$ cat src/hw/rtl/fpfa_pkg.sv
// Shared constants and codes for the fixed partition fit allocator.
// No dependencies.
`default_nettype none

package fpfa_pkg;

  // Table geometry
  localparam int PARTITIONS = 32;
  localparam int SIZE_BITS  = 16;
  localparam int IDX_BITS   = (PARTITIONS > 1) ? $clog2(PARTITIONS) : 1;
  localparam int CNT_BITS   = $clog2(PARTITIONS + 1);
  localparam int COUNT_W    = 6;
  localparam int LIM_W      = (CNT_BITS > COUNT_W) ? CNT_BITS : COUNT_W;

  // Port payload widths
  localparam int ACTION_W   = 2;
  localparam int SLOT_W     = 5;
  localparam int BSIZE_W    = 16;
  localparam int S_TDATA_W  = 24;  // slot_index, block_size, pad
  localparam int S_TUSER_W  = 2;   // action
  localparam int M_TDATA_W  = 24;  // granted_index, granted_size, pad
  localparam int M_TUSER_W  = 1;   // granted
  localparam int CFG_IDX_W  = 1;
  localparam int CFG_DATA_W = 6;
  localparam int MODE_W     = 2;

  // Action codes
  localparam logic [ACTION_W-1:0] ACT_LOAD    = 2'd0;
  localparam logic [ACTION_W-1:0] ACT_REQUEST = 2'd1;
  localparam logic [ACTION_W-1:0] ACT_CLEAR   = 2'd2;

  // Fit modes (code 3 acts as first fit)
  localparam logic [MODE_W-1:0] FIT_FIRST = 2'd0;
  localparam logic [MODE_W-1:0] FIT_BEST  = 2'd1;
  localparam logic [MODE_W-1:0] FIT_WORST = 2'd2;

  // Register indexes
  localparam logic [CFG_IDX_W-1:0] REG_FIT_MODE   = 1'd0;
  localparam logic [CFG_IDX_W-1:0] REG_PART_COUNT = 1'd1;

endpackage

`default_nettype wire

$ cat src/hw/rtl/fixed_partition_fit_allocator.sv
// Top level of the fixed partition fit allocator: request stream in, grant stream out.
// Depends on fpfa_pkg and fpfa_ram.
`default_nettype none

// Fixed partition fit allocator. Keeps a table of PARTITIONS partition sizes
// (in a RAM) and a used flag per partition (flip-flops, cleared by reset).
// Input requests: action 0 loads a partition size, 1 allocates, 2 clears all
// used flags. Load and clear give no response. An allocate
// request scans entries 0 .. min(partition_count, PARTITIONS)-1 through one
// RAM read port, one entry per cycle, with a single shared compare unit
// that checks fit and keeps the first, smallest or largest candidate
// (fit_mode 0/1/2; 3 acts as first fit; ties keep the lower index).
// With n = min(partition_count, PARTITIONS), an allocate holds s_tready low
// from when the request is taken until its response is loaded: the scan
// issues n RAM reads, checks the last registered read, closes the scan and
// then loads the response. A count of zero skips the last-read check.
// The response load waits while an earlier response is still held by
// m_tready low, which stretches the allocate by that stall.
// The response sits in an output register, so a new request is taken while
// it waits on m_tready.
// Sizes are never reset: allocate only over entries that were loaded.
// The user writes configuration (fit_mode, partition_count) only while idle;
// the block itself does not enforce it.
module fixed_partition_fit_allocator (
  input  wire logic                              clk,
  input  wire logic                              rst,
  // request stream
  input  wire logic                              s_tvalid,
  output logic                                   s_tready,
  input  wire logic [fpfa_pkg::S_TDATA_W-1:0]    s_tdata,  // [4:0] slot_index, [20:5] block_size
  input  wire logic [fpfa_pkg::S_TUSER_W-1:0]    s_tuser,  // [1:0] action
  // response stream
  output logic                                   m_tvalid,
  input  wire logic                              m_tready,
  output logic      [fpfa_pkg::M_TDATA_W-1:0]    m_tdata,  // [4:0] granted_index, [20:5] granted_size
  output logic      [fpfa_pkg::M_TUSER_W-1:0]    m_tuser,  // [0] granted
  // configuration writes
  input  wire logic                              cfg_we,
  input  wire logic [fpfa_pkg::CFG_IDX_W-1:0]    cfg_index,
  input  wire logic [fpfa_pkg::CFG_DATA_W-1:0]   cfg_data
);

  import fpfa_pkg::*;

  localparam logic [1:0] ST_IDLE = 2'd0;
  localparam logic [1:0] ST_SCAN = 2'd1;
  localparam logic [1:0] ST_FIN  = 2'd2;

  localparam logic [LIM_W-1:0] PART_LIM = LIM_W'(PARTITIONS);

  logic [1:0]            state;
  logic [MODE_W-1:0]     fit_mode;
  logic [COUNT_W-1:0]    partition_count;
  logic [PARTITIONS-1:0] used;

  // scan registers
  logic [LIM_W-1:0]      addr;       // next entry to read
  logic [LIM_W-1:0]      limit;      // saturated entry count
  logic [SIZE_BITS-1:0]  need;
  logic                  pend;       // RAM data valid this cycle
  logic [IDX_BITS-1:0]   pend_idx;
  logic                  found;
  logic [IDX_BITS-1:0]   best_idx;
  logic [SIZE_BITS-1:0]  best_size;

  // output register
  logic                  out_valid;
  logic                  out_granted;
  logic [SLOT_W-1:0]     out_index;
  logic [BSIZE_W-1:0]    out_size;

  // decoded request
  logic [ACTION_W-1:0]   in_action;
  logic [SLOT_W-1:0]     in_slot;
  logic [SIZE_BITS-1:0]  in_size;
  logic                  in_accept;

  assign in_action = s_tuser[ACTION_W-1:0];
  assign in_slot   = s_tdata[SLOT_W-1:0];
  assign in_size   = s_tdata[SLOT_W +: SIZE_BITS];
  assign s_tready  = (state == ST_IDLE);
  assign in_accept = s_tvalid && s_tready;

  // saturate the configured count to the table depth
  logic [LIM_W-1:0] count_ext;
  logic [LIM_W-1:0] limit_sat;
  assign count_ext = LIM_W'(partition_count);
  assign limit_sat = (count_ext > PART_LIM) ? PART_LIM : count_ext;

  // size table
  logic                  ram_we;
  logic                  ram_re;
  logic [SIZE_BITS-1:0]  ram_rdata;
  logic                  slot_ok;

  assign slot_ok = ({{(LIM_W){1'b0}}, in_slot} < {{SLOT_W{1'b0}}, PART_LIM});
  assign ram_we  = in_accept && (in_action == ACT_LOAD) && slot_ok;
  assign ram_re  = (state == ST_SCAN) && (addr < limit);

  fpfa_ram #(
    .WIDTH (SIZE_BITS),
    .DEPTH (PARTITIONS)
  ) u_size_ram (
    .clk   (clk),
    .we    (ram_we),
    .waddr (in_slot[IDX_BITS-1:0]),
    .wdata (in_size),
    .re    (ram_re),
    .raddr (addr[IDX_BITS-1:0]),
    .rdata (ram_rdata)
  );

  // shared compare unit: fit test plus one subtract for smaller/larger
  logic                 fits;
  logic [SIZE_BITS:0]   diff;
  logic                 is_less;
  logic                 is_more;
  logic                 take;

  assign fits    = !used[pend_idx] && (ram_rdata >= need);
  assign diff    = {1'b0, ram_rdata} - {1'b0, best_size};
  assign is_less = diff[SIZE_BITS];
  assign is_more = !diff[SIZE_BITS] && (diff != '0);

  always_comb begin
    take = 1'b0;
    if (pend && fits) begin
      if (!found) begin
        take = 1'b1;
      end else begin
        case (fit_mode)
          FIT_BEST:  take = is_less;
          FIT_WORST: take = is_more;
          default:   take = 1'b0;
        endcase
      end
    end
  end

  logic out_free;
  assign out_free = !out_valid || m_tready;

  // config registers
  always_ff @(posedge clk) begin
    if (rst) begin
      fit_mode        <= FIT_FIRST;
      partition_count <= '0;
    end else if (cfg_we) begin
      case (cfg_index)
        REG_FIT_MODE:   fit_mode        <= cfg_data[MODE_W-1:0];
        REG_PART_COUNT: partition_count <= cfg_data[COUNT_W-1:0];
        default:        ;
      endcase
    end
  end

  // sequencer
  always_ff @(posedge clk) begin
    if (rst) begin
      state     <= ST_IDLE;
      used      <= '0;
      pend      <= 1'b0;
      found     <= 1'b0;
      out_valid <= 1'b0;
    end else begin
      // a new response replaces the one taken in the same cycle
      if ((state == ST_FIN) && out_free) begin
        out_valid <= 1'b1;
      end else if (m_tready) begin
        out_valid <= 1'b0;
      end
      pend <= ram_re;
      if (take) begin
        found <= 1'b1;
      end

      case (state)
        ST_IDLE: begin
          if (in_accept) begin
            case (in_action)
              ACT_CLEAR: used <= '0;
              ACT_REQUEST: begin
                found <= 1'b0;
                state <= ST_SCAN;
              end
              default: ;
            endcase
          end
        end
        ST_SCAN: begin
          // all reads issued and the last one evaluated
          if (!ram_re && !pend) begin
            state <= ST_FIN;
          end
        end
        ST_FIN: begin
          if (out_free) begin
            if (found) begin
              used[best_idx] <= 1'b1;
            end
            state <= ST_IDLE;
          end
        end
        default: state <= ST_IDLE;
      endcase
    end
  end

  // scan datapath (no reset needed)
  always_ff @(posedge clk) begin
    if (in_accept) begin
      need  <= in_size;
      limit <= limit_sat;
      addr  <= '0;
    end else if (ram_re) begin
      addr <= addr + LIM_W'(1);
    end
    pend_idx <= addr[IDX_BITS-1:0];
    if (take) begin
      best_idx  <= pend_idx;
      best_size <= ram_rdata;
    end
    if ((state == ST_FIN) && out_free) begin
      out_granted <= found;
      out_index   <= found ? SLOT_W'(best_idx) : '0;
      out_size    <= found ? BSIZE_W'(best_size) : '0;
    end
  end

  assign m_tvalid = out_valid;
  assign m_tuser  = out_granted;
  assign m_tdata  = {{(M_TDATA_W - SLOT_W - BSIZE_W){1'b0}}, out_size, out_index};

endmodule

`default_nettype wire

$ cat src/hw/rtl/fpfa_ram.sv
// Generic simple dual-port RAM: one write port, one read port, registered read.
// No dependencies.
`default_nettype none

module fpfa_ram #(
  parameter int WIDTH = 16,
  parameter int DEPTH = 32
) (
  input  wire logic                                       clk,
  input  wire logic                                       we,
  input  wire logic [((DEPTH > 1) ? $clog2(DEPTH) : 1)-1:0] waddr,
  input  wire logic [WIDTH-1:0]                           wdata,
  input  wire logic                                       re,
  input  wire logic [((DEPTH > 1) ? $clog2(DEPTH) : 1)-1:0] raddr,
  output logic      [WIDTH-1:0]                           rdata
);

  logic [WIDTH-1:0] mem [DEPTH];

  always_ff @(posedge clk) begin
    if (we) begin
      mem[waddr] <= wdata;
    end
    if (re) begin
      rdata <= mem[raddr];
    end
  end

endmodule

`default_nettype wire
$ cat config.mk
export PLATFORM = sky130hd
export DESIGN_NAME = fixed_partition_fit_allocator
export DESIGN_NICKNAME = d
export VERILOG_FILES = /design/src/hw/rtl/fpfa_pkg.sv /design/src/hw/rtl/fixed_partition_fit_allocator.sv /design/src/hw/rtl/fpfa_ram.sv
export SDC_FILE = /design/constraint.sdc
export NUM_CORES = 1
export LEC_CHECK = 0
export ABC_AREA = 1
export BUFFER_PORTS_ARGS = -buffer_cell sky130_fd_sc_hd__buf_4
export CAP_MARGIN = 20
export CORE_ASPECT_RATIO = 0.7
export CORE_MARGIN = 2
export CORE_UTILIZATION = 56
export DETAILED_ROUTE_END_ITERATION = 10
export PLACE_DENSITY = 0.75
export SKIP_LAST_GASP = 1
export SYNTH_ARGS = -nofsm -noshare
export SYNTH_HDL_FRONTEND = slang
export SYNTH_SLANG_ARGS = --single-unit
$ cat constraint.sdc
create_clock -name clk -period 3 [get_ports clk]
set_input_delay 0.15 -clock clk [delete_from_list [all_inputs] [get_ports clk]]
set_output_delay 0.15 -clock clk [all_outputs]
set_load 0.1 [all_outputs]
==> results of run 1 <==
-- worst max path at each step --
stage / depth (start not counted) / slack, ns / end
floorplan: 17 / 0.18 / best_idx[0]
global placement: 18 / 0.25 / best_size[1]
detailed placement: 18 / 0.21 / best_size[0]
CTS: 19 / 0.16 / best_size[15]
global route: 15 / -0.01 / best_size[8]
finish: 17 / 0.17 / best_size[1]
-- flip-flops by register name, summed over array words and instances, names as in the netlist, 16 cells and up --
register	flops
used	32
u_size_ram.rdata	16
u_size_ram.mem	512
need	16
best_size	16
out_size	16
-- timing repair --
item / CTS / global route
gates resized for setup: 0 / 9
hold endpoints to repair: 447 / 0
buffers inserted: 0 / 2
setup endpoints to repair: 0 / 21
hold buffers: 30 / 0
-- Yosys cell counts (5+ instances only) --
cell      instances  area (sq um)
buf_6             7         78.83
o211ai_1         15         112.6
buf_4            10         75.07
nand3_1          76         380.4
edfxtp_1        593         17810
nor2_1          331          1242
o221ai_1         50         437.9
buf_2            26         130.1
nor3_1           15         75.07
o21ai_0         262          1311
nand4_1          22         137.6
o22ai_1          79         494.2
o21a_1            5         37.54
ha_1             40         500.5
nand2_1         253         949.7
dfxtp_1          56          1121
a21oi_1          85         425.4
inv_1           189         709.4
clkbuf_1         69         259.0
o21ai_1          37         185.2
-- worst max-delay path, stage by stage, from the launching register on --
cell	delay [ns]
edfxtp_1	0.41
ha_1	0.25
fa_2	0.35
inv_2	0.09
buf_4	0.11
nand2_1	0.06
nand3_1	0.10
nand2_1	0.08
nand2_1	0.07
nand2_1	0.05
nand2_1	0.07
nor3_1	0.05
nand2_1	0.09
nand2_1	0.06
nand2_1	0.06
nand2_1	0.09
a21oi_4	0.32
clkbuf_16	0.23
-- cell usage in the layout, fill, tap and decap left out, types with 3 or more instances in the layout --
| master | Yosys | routed |
|---|---|---|
| nand3_2 | 2 | 3 |
| clkinv_2 | 1 | 9 |
| dlygate4sd3_1 | 0 | 30 |
| nand3b_1 | 3 | 3 |
| clkinv_1 | 2 | 11 |
| conb_1 | 1 | 3 |
| o22ai_1 | 79 | 79 |
| o221ai_1 | 50 | 50 |
| buf_12 | 0 | 8 |
| nand4_1 | 22 | 22 |
| nor2_2 | 2 | 4 |
| nand2_1 | 253 | 251 |
| bufinv_16 | 0 | 12 |
| ha_1 | 40 | 38 |
| edfxtp_1 | 593 | 593 |
| o21ai_0 | 262 | 262 |
| nor3_1 | 15 | 15 |
| inv_1 | 189 | 187 |
| nor2_4 | 3 | 3 |
| o211ai_1 | 15 | 15 |
| o21a_1 | 5 | 5 |
| nand2_2 | 1 | 3 |
| dfxtp_1 | 56 | 53 |
| nor2_1 | 331 | 329 |
| inv_2 | 3 | 3 |
| buf_4 | 10 | 129 |
| clkbuf_16 | 0 | 59 |
| nor3_4 | 3 | 3 |
| a21oi_1 | 85 | 84 |
| clkinvlp_4 | 0 | 3 |
| clkbuf_1 | 69 | 11 |
| o21ai_1 | 37 | 37 |
| nand3_1 | 76 | 75 |
-- metal layers --
layer | vias to the layer above | track usage (%) | wire [um]
met5 | - | 0 | 0
met4 | 0 | 7.563 | 1626
met3 | 123 | 6.464 | 8302
met2 | 1096 | 39.99 | 29810
met1 | 8916 | 41.60 | 29180
li1 | 8316 | - | -
-- cell type report --
type,count,share of cell area (%)
well taps,621,2.538
repair buffers,169,4.786
inverters,195,2.415
clock inverters,37,1.745
clock buffers,71,4.966
flip-flops and latches,649,61.86
multi-input cells,1301,21.69
-- where the power goes --
part | internal [mW] | total (mW) | switching (mW)
Clock | 4.67 | 8.02 | 3.35
Combinational | 0.262 | 0.947 | 0.685
Sequential | 9.91 | 9.93 | 0.0296
Total | 14.8 | 18.9 | 4.07
-- logic make-up (layout without fill, tap and decap cells) --
group / after synthesis / after routing
compound gates: 542 / 542
other cells: 1 / 3
buf+inv: 313 / 472
fa+ha+maj: 41 / 41
flops: 649 / 649
simple gates: 714 / 714
xor+xnor: 1 / 1
-- per-stage QoR --
stage          util [%]  instance area, sq um
2_1_floorplan         -                 26840
3_3_place_gp      59.20                 28190
3_5_place_dp      59.20                 28190
4_1_cts           64.15                 30540
5_1_grt           64.29                 30610
6_report          64.29                 30610
==> run_results.csv, run 1 <==
group,metric,value,unit
outcome,status,"complete, no violations",
synthesis,synth_edf_count,593,
sta,slew_headroom,48.76,%
clock_network,htree_levels,2,
layout,fill_cells,3522,
clock_network,cts.clk_slew.worst_paths,0.06,ns
floorplan,io_pins,65,
placed_design,routabilityCongestion,0.8920,
drt,num_vias,18450,
hold_path,hold_path_class,"input pin to flip-flop",
global_route,gr-total-overflow,0,
worst_setup_path,startpoint,"best_size[0]",
sta,fin_skew,0.03960,ns
synthesis,synth_xor_xnor_area_share,0.03264,%
synthesis,avgSynthCellArea,11.87,sq um
flow_run,drv_cap,0,
hold_path,min-delay-start,"cfg_we",
global_route,grt_max_degree,132,
global_route,grt_pass1_wl,103400,um
sta,tns,0,ns
synthesis,synth_compound_area_share,11.51,%
synthesis,ys.flop_type,"edfxtp_1",
sta,fin_hold_ws,0.04010,ns
global_route,grt_pass1_vias,17510,
sta,post-route-period-util,94.25,%
floorplan,die_height,187.1,um
clock_network,tritoncts,"yes",
layout,finalNetCount,2453,
hold_path,min_path_cells,3,
clock_network,clk_latency,0.63,ns
sta,slew_viol_final,0,
hold_path,hold_path_end,"count_ext[3]",
clock_network,numCtsBuffers,58,
global_route,antenna_found_initial,2,
drt,dr.pass1.iters,6,
drt,drtIter0Drc,2748,
synthesis,synth-simple-area-share,11.10,%
sta,fmax,0.3537,GHz
floorplan,die_w,265.6,um
drt,vias_per_cell,6.063,
layout,diodes,0,
worst_setup_path,regToRegSetupSlack,0.17,ns
drt,drcViolationCount,0,
worst_setup_path,worst-r2r-cell-count,17,
floorplan,die-area,0.04970,sq mm
drt,drt-total-wl,68920,um
synthesis,synth_area,0.02683,sq mm
worst_setup_path,crit_type,"flip-flop to flip-flop",
clock_network,clock_sinks,649,
synthesis,synth_top_family_by_area,"compound AO/OA/AOI/OAI gates",
pwr,power.total,18.90,mW
worst_setup_path,end_kind,"flip-flop",
synthesis,synthMuxAreaShare,0,%
placed_design,place_hpwl,41690,um
placed_design,dpl.cell_count,2902,
layout,stdcell_count,3043,
sta,setup_viol,0,
layout,syn_to_final_growth,14.10,%
floorplan,rows,67,
worst_setup_path,cp.required,3.34,ns
clock_network,cts_buffer_depth,3,
sta,setup_slack,0.1725,ns
layout,layout.area.seq,0.01894,sq mm
global_route,grtUsageTotal,27.44,%
sta,hold_violations,0,
layout,drive_gt1_share,10.82,%
drt,drtAntennaViolNets,0,
pwr,vdd_drop_max,0.5373,mV
pwr,p_leak,10.92,nW
worst_setup_path,startpoint_type,"flip-flop",
synthesis,ys_types,45,
synthesis,yosys.area_share.adder,1.940,%
floorplan,start_util,56.35,%
pwr,powerDensity,617.3,mW/mm^2
drt,wire_per_inst,22.65,um
synthesis,ys_seq_area_share,70.55,%
worst_setup_path,rr_startpoint,"best_size[0]",
sta,worst_slew_pin_slew,0.7652,ns
synthesis,yosysWarnings,0,
placed_design,place_ws,0.2124,ns
worst_setup_path,path_max_fanout,8,
clock_network,clock-root-buffer,"clkbuf_16",
worst_setup_path,r2r_end,"best_size[1]",
synthesis,ys_ff_latch,649,
placed_design,io_buffers,58,
layout,multi_input_area,0.006640,sq mm
synthesis,netlist_instances,2261,
worst_setup_path,cp.arrival,3.17,ns
floorplan,coreArea,0.04762,sq mm
synthesis,async_reset_ff_share,0,%
sta,period_needed,2.827,ns
Power figures use the tool's default switching activity.
==> inputs of run 2 (changes only) <==
PLACE_DENSITY = default   (was 0.75)
PLACE_DENSITY_LB_ADDON = 0.25   (was default)
==> run 2 against run 1 <==
- maximum frequency rose by 2.9%
- clock skew fell by 0.017 ns
- cell area fell by 0.17%
- total power fell by 1.0%
- clock power fell by 2.6%
- cell count barely moved
- count of clock-buffer cells in the layout did not move
- sequential share of layout area rose by 0.10 points
- flip-flop and latch count did not move
- wire length fell by 2.3%
- worst hold slack improved by 0.021 ns
- sequential power barely moved
==> run_results.csv, run 2 (synthesis gave the netlist of run 1 again) <==
group,metric,value,unit
drt,drcViolationCount,0,
floorplan,die_w,265.6,um
sta,post-route-period-util,91.63,%
flow_run,drv_cap,0,
worst_setup_path,startpoint_type,"flip-flop",
worst_setup_path,end_kind,"flip-flop",
worst_setup_path,path_max_fanout,21,
layout,largest-register,"u_size_ram.mem",
global_route,grt_pass1_vias,17090,
layout,drive_gt1_share,10.48,%
sta,hold_violations,0,
clock_network,clock-root-buffer,"clkbuf_16",
clock_network,cts_setup_buffers,0,
worst_setup_path,cp.arrival,3.06,ns
pwr,p_int,14.69,mW
placed_design,io_buffers,58,
layout,stdcell_count,3045,
global_route,grt-busiest-layer,"met1",
sta,slew_headroom,42.90,%
layout,top_regs,"u_size_ram.mem (512), used (32)",
worst_setup_path,cp.required,3.31,ns
sta,worst_slew_pin_slew,0.8513,ns
layout,diodes,0,
drt,drtAntennaViolNets,0,
outcome,status,"complete, no violations",
clock_network,tritoncts,"yes",
clock_network,htree_levels,2,
pwr,p_sw_share,21.47,%
global_route,grt_pass1_wl,101500,um
pwr,p_leak,10.91,nW
placed_design,dpl.cell_count,2905,
worst_setup_path,crit_chain,"ha_1 > fa_1 > inv_1 > nand3_1 > nand2_1 > nand3_1 > nand3_1 > nand2_1 > nand2_1 > nor2_1 > nand2_1 > nor2_1 > nand2_1 > nand2_1 > nand2_1 > nand2_1 > a21oi_2 > buf_12",
global_route,globalRouteMet3Util,6.661,%
layout,fill_cells,3569,
sta,fmax,0.3638,GHz
global_route,gr-total-overflow,0,
worst_setup_path,crit_slowest_cell,"edfxtp_1",
clock_network,clk_latency,0.63,ns
layout,mostFrequentLayoutCell,"edfxtp_1",
sta,setup_viol,0,
drt,num_vias,18000,
placed_design,routabilityCongestion,0.8666,
layout,largest_register_ffs,512,
sta,slew_viol_final,0,
global_route,antenna_found_initial,0,
pwr,combPwrFrac,5.2,%
floorplan,rows,67,
sta,fin_skew,0.02285,ns
sta,period_needed,2.749,ns
hold_path,hold_path_class,"input pin to flip-flop",
sta,tns,0,ns
clock_network,numCtsBuffers,59,
floorplan,coreArea,0.04762,sq mm
pwr,pwr-share-clk,41.7,%
pwr,p_switching,4.016,mW
clock_network,clock_sinks,649,
global_route,grtUsageTotal,27.19,%
placed_design,place_ws,0.2894,ns
drt,wire_per_inst,22.11,um
worst_setup_path,cp_common_cell,"nand2_1",
floorplan,start_util,56.35,%
sta,rsz0062_at_grt,"no",
layout,layout_common_cells,"593 x edfxtp_1, 329 x nor2_1, 262 x o21ai_0, 253 x nand2_1, 188 x inv_1",
floorplan,die-area,0.04970,sq mm
floorplan,die_height,187.1,um
global_route,grt_max_degree,110,
global_route,grt_util_met1,41.23,%
pwr,seq_power_share,53.1,%
drt,dr.pass1.iters,6,
pwr,vdd_drop_max,0.7146,mV
sta,setup_slack,0.2511,ns
clock_network,cts_buffer_depth,3,
global_route,gr-usage-met2,39.24,%
clock_network,cts.clk_slew.worst_paths,0.06,ns
placed_design,place_hpwl,40140,um
pwr,powerDensity,612.1,mW/mm^2
drt,drtIter0Drc,2419,
floorplan,io_pins,65,
drt,drt-total-wl,67330,um
drt,vias_per_cell,5.911,
worst_setup_path,crit_type,"flip-flop to flip-flop",
layout,syn_to_final_growth,13.91,%
layout,finalNetCount,2454,
layout,post-route-util,64.18,%
worst_setup_path,critPathMaxStageDelay,0.41,ns
## run 2: layout make-up
cell class,count,area [sq um],area share [%]
repair buffers,169,1481,4.847
inverters,195,742.0,2.428
clock inverters,39,478.0,1.564
clock buffers,71,1531,5.011
flip-flops and latches,649,18940,61.96
well taps,621,777.0,2.542
multi-input cells,1301,6615,21.64
## run 2: worst paths after layout
path / depth (start not counted) / endpoint / slack, ns / startpoint
min: 3 / count_ext[2] / 0.06 / cfg_we
min reg2reg: 2 / used[3] / 0.45 / used[3]
max: 18 / best_idx[1] / 0.25 / best_size[0]
max reg2reg: 18 / best_idx[1] / 0.25 / best_size[0]
## run 2: through the flow
stage / power (mW) / area (sq um) / hold WS, ns
3_3_place_gp: 11.02 / 28250 / 0.3522
6_report: 18.71 / 30560 / 0.06118
3_5_place_dp: 11.04 / 28250 / 0.3524
5_1_grt: 19.25 / 30560 / 0.07712
4_1_cts: 18.79 / 30560 / 0.01903
2_1_floorplan: 10.62 / 26840 / 0.2191
## run 2: what timing repair did
item,CTS,global route
endpoints found under the setup margin,0,1
hold endpoints to repair,482,0
hold buffers,30,0
gates resized for setup,0,1
## run 2: worst max-delay path: cells and delay by family (launching register included)
kind / cells / cell delay [ns]
adder cells (fa/ha/maj): 2 / 0.64
buffers and inverters: 2 / 0.34
flip-flops: 1 / 0.41
AND/OR/NAND/NOR: 13 / 0.87
AO/OA/AOI/OAI: 1 / 0.17
## run 2: power by group through the flow
| stage | registers [mW] | logic, mW | clock network, mW |
|---|---|---|---|
| after floorplan | 10.1 | 0.494 | 0 |
| after global placement | 10.1 | 0.889 | 0 |
| after detailed placement | 10.1 | 0.915 | 0 |
| after CTS | 9.93 | 0.951 | 7.91 |
| after global routing | 9.93 | 1.05 | 8.27 |
| final | 9.93 | 0.966 | 7.81 |
## run 2: layer usage
| metal | wire length [um] | vias up |
|---|---|---|
| li1 | - | 8314 |
| met1 | 29820 | 8729 |
| met2 | 28640 | 840 |
| met3 | 7142 | 113 |
| met4 | 1611 | 2 |
| met5 | 118 | - |
